===== src/hdl/llkvm_ram.sv =====
// llkvm_ram: generic single write port, single read port RAM with registered read
// no dependencies; instanced for the key, value and link stores
module llkvm_ram #(
    parameter int WIDTH = 32,
    parameter int DEPTH = 128
) (
    input  logic                     i_clk,
    input  logic                     i_wr_en,
    input  logic [$clog2(DEPTH)-1:0] i_wr_addr,
    input  logic [WIDTH-1:0]         i_wr_data,
    input  logic                     i_rd_en,
    input  logic [$clog2(DEPTH)-1:0] i_rd_addr,
    output logic [WIDTH-1:0]         o_rd_data
);

    logic [WIDTH-1:0] r_mem [DEPTH];
    logic [WIDTH-1:0] r_rd_data;

    // write port
    always_ff @(posedge i_clk) begin
        if (i_wr_en) begin
            r_mem[i_wr_addr] <= i_wr_data;
        end
    end

    // registered read port
    always_ff @(posedge i_clk) begin
        if (i_rd_en) begin
            r_rd_data <= r_mem[i_rd_addr];
        end
    end

    assign o_rd_data = r_rd_data;

endmodule


===== config.mk =====
export PLATFORM = sky130hd
export DESIGN_NAME = llkvm_ram
export DESIGN_NICKNAME = d
export VERILOG_FILES = /design/src/hdl/llkvm_ram.sv
export SDC_FILE = /design/constraint.sdc
export NUM_CORES = 2
export LEC_CHECK = 0
export BUFFER_PORTS_ARGS = -buffer_cell sky130_fd_sc_hd__buf_2
export CAP_MARGIN = 20
export CORE_MARGIN = 1
export CORE_UTILIZATION = 40
export DETAILED_ROUTE_END_ITERATION = 12
export GPL_ROUTABILITY_DRIVEN = 0
export PLACE_DENSITY = 0.51
export REMOVE_ABC_BUFFERS = 1
export SYNTH_ARGS = -nofsm -noshare
export SYNTH_HDL_FRONTEND = slang
export SYNTH_SLANG_ARGS = --single-unit

===== constraint.sdc =====
create_clock -name i_clk -period 3.93 [get_ports i_clk]
set_input_delay 0.393 -clock i_clk [delete_from_list [all_inputs] [get_ports i_clk]]
set_output_delay 0.393 -clock i_clk [all_outputs]
set_load 0.005 [all_outputs]

[After elaboration in Yosys (flattened, before gate mapping)]
Memory sizes are Yosys's and may differ from the RTL's. A register that Yosys moved wholly into a read port is not among the register bits.
Cells that the tools add are included.
Operators by class
  divide/modulo/power cells: 0
  equal/unequal tests: 0
  add/sub/neg operators: 0
  multiplexer cells: 2
  $lt $le $gt $ge: 0
  bitwise operators: 0
  shift-type cells: 0
  reductions and logical operators: 0
  $mul: 0
Operators by type and width (number)
  $mux 1: 2
Word-level totals
  memories: 1
  output and inout port bits: 32
  input bits: 49
  logic and storage cells: 3
  bits in writable memories: 4096
  latch bits: 0
  ROM bits: 0
  bits in registers: 0
Memory list
  r_mem: depth 128, bits a word 32, read ports 1, clocked after Yosys merged registers in 1, write ports 1, line 16  | logic [WIDTH-1:0] r_mem [DEPTH];

[Longest topological paths before layout]
  depth after elaboration: 2
  gate-level depth with buffers: 8

[Worst setup path before layout]
OpenSTA, ideal clock, no wires.
  path kind: input to register
  start: in i_wr_en
  end: mem r_mem[98][0], enable pin
  data required time: 3469 ps
  arrival: 3171 ps
  path slack: 298 ps
  stages on the path: 3
  path through: clkbuf_1 -> nand4_1 -> nor3_1
On the way
  cells in the longest elaborated chain, start to end: 2
RTL lines
  from (decl): line 8  | input logic i_wr_en,
  $mux 1: line 21  | if (i_wr_en) begin
  $mux 1 (not written as such): line 22  | r_mem[i_wr_addr] <= i_wr_data;
  to (decl): line 16
Every way passes these cells.

==> flow_results.xml <==
<?xml version="1.0" encoding="UTF-8"?>
<metrics>
  <group name="pwr">
    <metric name="power.switching" unit="mW">20.0</metric>
    <metric name="combinationalPowerShare" unit="">0.053</metric>
    <metric name="switching_share" unit="">0.214</metric>
    <metric name="sequentialPowerShare" unit="">0.521</metric>
    <metric name="pwr_density_cell" unit="nW/um^2">512</metric>
    <metric name="irDropWorstVdd" unit="mV">0.399</metric>
    <metric name="cellLeakagePower" unit="nW">55.9</metric>
    <metric name="pwr-share-clk" unit="">0.426</metric>
    <metric name="p_int" unit="mW">73.6</metric>
    <metric name="post-layout-total-power" unit="mW">93.6</metric>
  </group>
  <group name="cells_and_area">
    <metric name="layout.filler_cells" unit="">31465</metric>
    <metric name="area.sequential" unit="um^2">124000</metric>
    <metric name="area_growth_syn_to_layout" unit="%">16.8</metric>
    <metric name="layout_cells_sized_above_1" unit="">0.374</metric>
    <metric name="multiInputGateArea" unit="um^2">32300</metric>
    <metric name="num-nets-final" unit="">6684</metric>
  </group>
  <group name="synth">
    <metric name="post-synth-top-area-fraction" unit="">0.792</metric>
    <metric name="synthesis.area" unit="um^2">157000</metric>
    <metric name="ys_async_sr_fraction" unit="">0</metric>
    <metric name="synth_most_common_cell" unit="">sky130_fd_sc_hd__edfxtp_1</metric>
    <metric name="synthesis.instances" unit="">5990</metric>
    <metric name="synth-seq-area-share" unit="">0.792</metric>
    <metric name="post_synth_num_cell_types" unit="">16</metric>
    <metric name="yosys_register_bits" unit="">4128</metric>
    <metric name="synth_flop_cell" unit="">sky130_fd_sc_hd__edfxtp_1</metric>
    <metric name="yosys.area.top_type" unit="">sky130_fd_sc_hd__edfxtp_1</metric>
    <metric name="synth_warnings" unit="">0</metric>
    <metric name="syn_avg_cell_area" unit="um^2">26.1</metric>
    <metric name="synth.top_cells.by_count" unit="">4128 x sky130_fd_sc_hd__edfxtp_1, 1344 x sky130_fd_sc_hd__mux4_2, 182 x sky130_fd_sc_hd__clkbuf_1</metric>
    <metric name="synth_enable_flop_cells" unit="">4128</metric>
    <metric name="synth_area_leaders" unit="">sky130_fd_sc_hd__edfxtp_1 79%, sky130_fd_sc_hd__mux4_2 19%, sky130_fd_sc_hd__clkbuf_1 0.44%</metric>
  </group>
  <group name="status">
    <metric name="failed_checks" unit="">design-rule violations</metric>
    <metric name="run_status" unit="">finished with violations</metric>
  </group>
  <group name="detailed_routing">
    <metric name="wl_per_cell" unit="um">35.4</metric>
    <metric name="detailroute.via_count" unit="">70651</metric>
    <metric name="drtPass1Iterations" unit="">11</metric>
    <metric name="drc_errors" unit="">8</metric>
    <metric name="detail_route.iter0.violations" unit="">8331</metric>
    <metric name="routed_wirelength" unit="um">434000</metric>
    <metric name="number_of_vias_per_cell" unit="">5.76</metric>
    <metric name="ant_nets" unit="">0</metric>
  </group>
  <group name="clock_network">
    <metric name="cts_setup_buffers" unit="">0</metric>
    <metric name="cts_hold_bufs" unit="">14</metric>
    <metric name="cts_buffer_depth" unit="">4</metric>
    <metric name="h-tree-depth" unit="">5</metric>
    <metric name="clkTransAtPathRegs" unit="ns">0.06</metric>
    <metric name="worst_skew_pair.late_latency" unit="ns">0.97</metric>
    <metric name="cts_tree" unit="">done</metric>
    <metric name="clkSinkCount" unit="">4128</metric>
    <metric name="ctsRootBufferMaster" unit="">sky130_fd_sc_hd__clkbuf_16</metric>
    <metric name="cts_repair_resize_count" unit="">0</metric>
    <metric name="cts_buffers" unit="">428</metric>
  </group>
  <group name="worst_hold_path">
    <metric name="hold_depth" unit="">1</metric>
    <metric name="worstHoldStart" unit="">i_wr_data[22]</metric>
    <metric name="holdPathEnd" unit="">r_mem[35][22]$_DFFE_PP_</metric>
    <metric name="hold_path.class" unit="">input port to flop</metric>
  </group>
  <group name="setup_path">
    <metric name="cp.arrival" unit="ns">3.50</metric>
    <metric name="cpMostUsedCell" unit="">sky130_fd_sc_hd__mux4_2</metric>
    <metric name="r2r_end" unit="">o_rd_data[24]$_DFFE_PP_</metric>
    <metric name="crit_path_cell_trace" unit="">buf_8 -&gt; buf_12 -&gt; buf_12 -&gt; buf_4 -&gt; mux4_2 -&gt; mux4_2 -&gt; mux4_2 -&gt; mux2_2</metric>
    <metric name="worst-r2r-cell-count" unit="">4</metric>
    <metric name="crit_buf_inv" unit="">4</metric>
    <metric name="worst_path_cell_with_the_longest_stage_delay" unit="">sky130_fd_sc_hd__mux4_2</metric>
    <metric name="crit_path_start_kind" unit="">input port</metric>
    <metric name="critical_path.endpoint_type" unit="">flop</metric>
    <metric name="crit_fanout" unit="">25</metric>
    <metric name="critical_path.reg2reg.startpoint" unit="">r_mem[118][24]$_DFFE_PP_</metric>
    <metric name="cp_required" unit="ns">4.64</metric>
    <metric name="worst_path_largest_cell_delay" unit="ns">0.65</metric>
    <metric name="worst_path_dominant_cell_family" unit="">multiplexers</metric>
    <metric name="path_class" unit="">input port to flop</metric>
    <metric name="regToRegSetupSlack" unit="ns">1.18</metric>
  </group>
  <group name="global_routing">
    <metric name="grt_first_pass_wirelength" unit="um">600000</metric>
    <metric name="grt.total_usage" unit="">0.221</metric>
    <metric name="grt_max_degree" unit="">129</metric>
    <metric name="via_count_of_the_first_global_routing_pass" unit="">73065</metric>
    <metric name="grt-ovfl-total" unit="">0</metric>
    <metric name="antenna_found_initial" unit="">86</metric>
  </group>
  <group name="die">
    <metric name="io_pins" unit="">81</metric>
    <metric name="floorplan.initialDensity" unit="">0.402</metric>
    <metric name="chipHeight" unit="um">628</metric>
    <metric name="placementRows" unit="">229</metric>
    <metric name="chipWidth" unit="um">628</metric>
    <metric name="die-area" unit="um^2">394000</metric>
    <metric name="core_area" unit="um^2">389000</metric>
  </group>
  <group name="job">
    <metric name="max_cap_violations" unit="">0</metric>
  </group>
  <group name="sta">
    <metric name="min_period_over_period" unit="">0.709</metric>
    <metric name="finalMaxSlewViolations" unit="">0</metric>
    <metric name="tightest_slew" unit="ns">1.20</metric>
    <metric name="timing.fmax" unit="MHz">359</metric>
    <metric name="period_minus_slack" unit="ns">2.79</metric>
    <metric name="max_slew_margin" unit="">0.199</metric>
    <metric name="setup_viol_count_final" unit="">0</metric>
    <metric name="finalHoldViolCount" unit="">0</metric>
    <metric name="worst_clock_skew" unit="ns">0.0403</metric>
    <metric name="grt_setup_unrepaired" unit="">false</metric>
    <metric name="setup_total_negative_slack" unit="ns">0</metric>
  </group>
  <group name="place">
    <metric name="detailed_place_hpwl" unit="um">244000</metric>
    <metric name="port_buffers" unit="">80</metric>
  </group>
</metrics>
flip-flops by register name, summed over array words and instances (netlist names):
name / count
o_rd_data: 32
r_mem: 4096
layout make-up:
cell class              instances  share of cell area
diodes                         64            0.000875
clock buffers                 527              0.0615
clock inverters               263              0.0133
multi-input cells            1546               0.177
flip-flops and latches       4128               0.678
well taps                    5197              0.0355
repair buffers                531              0.0346
worst register-to-register path, delay by kind of cell (launching register included):
kind / cells / cell delay, ns
muxes: 4 / 2.10
DFF: 1 / 0.40
worst max-delay path by stage:
stage                  from                      end  slack (ns)  cells after the start
6_report       i_rd_addr[2]   o_rd_data[9]$_DFFE_PP_        1.14                      8
5_1_grt        i_rd_addr[0]  o_rd_data[14]$_DFFE_PP_        1.05                      8
4_1_cts        i_rd_addr[0]  o_rd_data[14]$_DFFE_PP_        1.13                      8
3_5_place_dp   i_rd_addr[0]  o_rd_data[14]$_DFFE_PP_        0.09                      8
3_3_place_gp   i_rd_addr[0]  o_rd_data[14]$_DFFE_PP_        0.06                      8
2_1_floorplan  i_wr_addr[3]  r_mem[102][0]$_DFFE_PP_        0.33                      3
cells by family (layout without fill, tap and decap cells):
logic type             after synthesis  count (layout)  synth area share
flip-flops                        4128            4128             0.792
AND/OR/NAND/NOR                    170             170           0.00445
other                                0              64                 0
multiplexers                      1376            1376             0.196
buffers and inverters              316            1321           0.00837
per-stage QoR:
| step | hold WS (ns) | utilization | instance area [um^2] | setup slack, ns | std cells |
|---|---|---|---|---|---|
| 2_1_floorplan | 0.492 | - | 155000 | 0.331 | 5674 |
| 3_3_place_gp | 0.788 | 0.433 | 169000 | 0.0614 | 11375 |
| 4_1_cts | 0.0211 | 0.469 | 183000 | 1.13 | 12180 |
| 6_report | 0.0756 | 0.470 | 183000 | 1.14 | 12256 |
| 5_1_grt | 0.0739 | 0.470 | 183000 | 1.05 | 12227 |
| 3_5_place_dp | 0.786 | 0.433 | 169000 | 0.0852 | 11376 |
cells in the final DEF (no fill, tap or decap):
| cell | instances |
|---|---|
| sky130_fd_sc_hd__clkbuf_1 | 91 |
| sky130_fd_sc_hd__nor2_4 | 119 |
| sky130_fd_sc_hd__bufinv_16 | 41 |
| sky130_fd_sc_hd__mux4_2 | 1344 |
| sky130_fd_sc_hd__buf_6 | 1 |
| sky130_fd_sc_hd__nor2b_1 | 7 |
| sky130_fd_sc_hd__diode_2 | 64 |
| sky130_fd_sc_hd__clkinv_2 | 85 |
| sky130_fd_sc_hd__or3_1 | 1 |
| sky130_fd_sc_hd__buf_4 | 279 |
| sky130_fd_sc_hd__clkinv_8 | 4 |
| sky130_fd_sc_hd__clkinvlp_4 | 14 |
| sky130_fd_sc_hd__nand3_2 | 4 |
| sky130_fd_sc_hd__buf_12 | 179 |
| sky130_fd_sc_hd__mux2_2 | 32 |
| sky130_fd_sc_hd__buf_16 | 7 |
| sky130_fd_sc_hd__dlygate4sd3_1 | 20 |
| sky130_fd_sc_hd__nor2_1 | 3 |
| sky130_fd_sc_hd__clkinv_1 | 106 |
| sky130_fd_sc_hd__nand2_2 | 3 |
| sky130_fd_sc_hd__inv_8 | 1 |
| sky130_fd_sc_hd__inv_6 | 7 |
| sky130_fd_sc_hd__nor3_2 | 9 |
| sky130_fd_sc_hd__nand2_1 | 11 |
| sky130_fd_sc_hd__clkinv_16 | 3 |
| sky130_fd_sc_hd__nand2b_1 | 2 |
| sky130_fd_sc_hd__buf_8 | 3 |
| sky130_fd_sc_hd__clkbuf_16 | 436 |
| sky130_fd_sc_hd__edfxtp_1 | 4128 |
| sky130_fd_sc_hd__inv_16 | 2 |
| sky130_fd_sc_hd__nand4_1 | 3 |
| sky130_fd_sc_hd__nand3_1 | 8 |
| sky130_fd_sc_hd__buf_2 | 42 |
layer usage:
| metal | wire [um] | track usage | part of all wire |
|---|---|---|---|
| met5 | 91 | 0 | 0.00021 |
| met2 | 208000 | 0.352 | 0.48 |
| met3 | 31400 | 0.0407 | 0.072 |
| met1 | 185000 | 0.319 | 0.43 |
| met4 | 9760 | 0.0513 | 0.022 |
power groups by stage:
stage                     logic [mW]  registers [mW]  clock network, mW
after floorplan                 1.80            49.6                  0
after global placement          4.92            49.7                  0
after detailed placement        4.99            49.7                  0
after CTS                       5.01            48.8               40.6
after global routing            5.21            48.8               42.3
final                           4.97            48.8               39.9
Note: power is estimated with default switching activity, not from simulation.
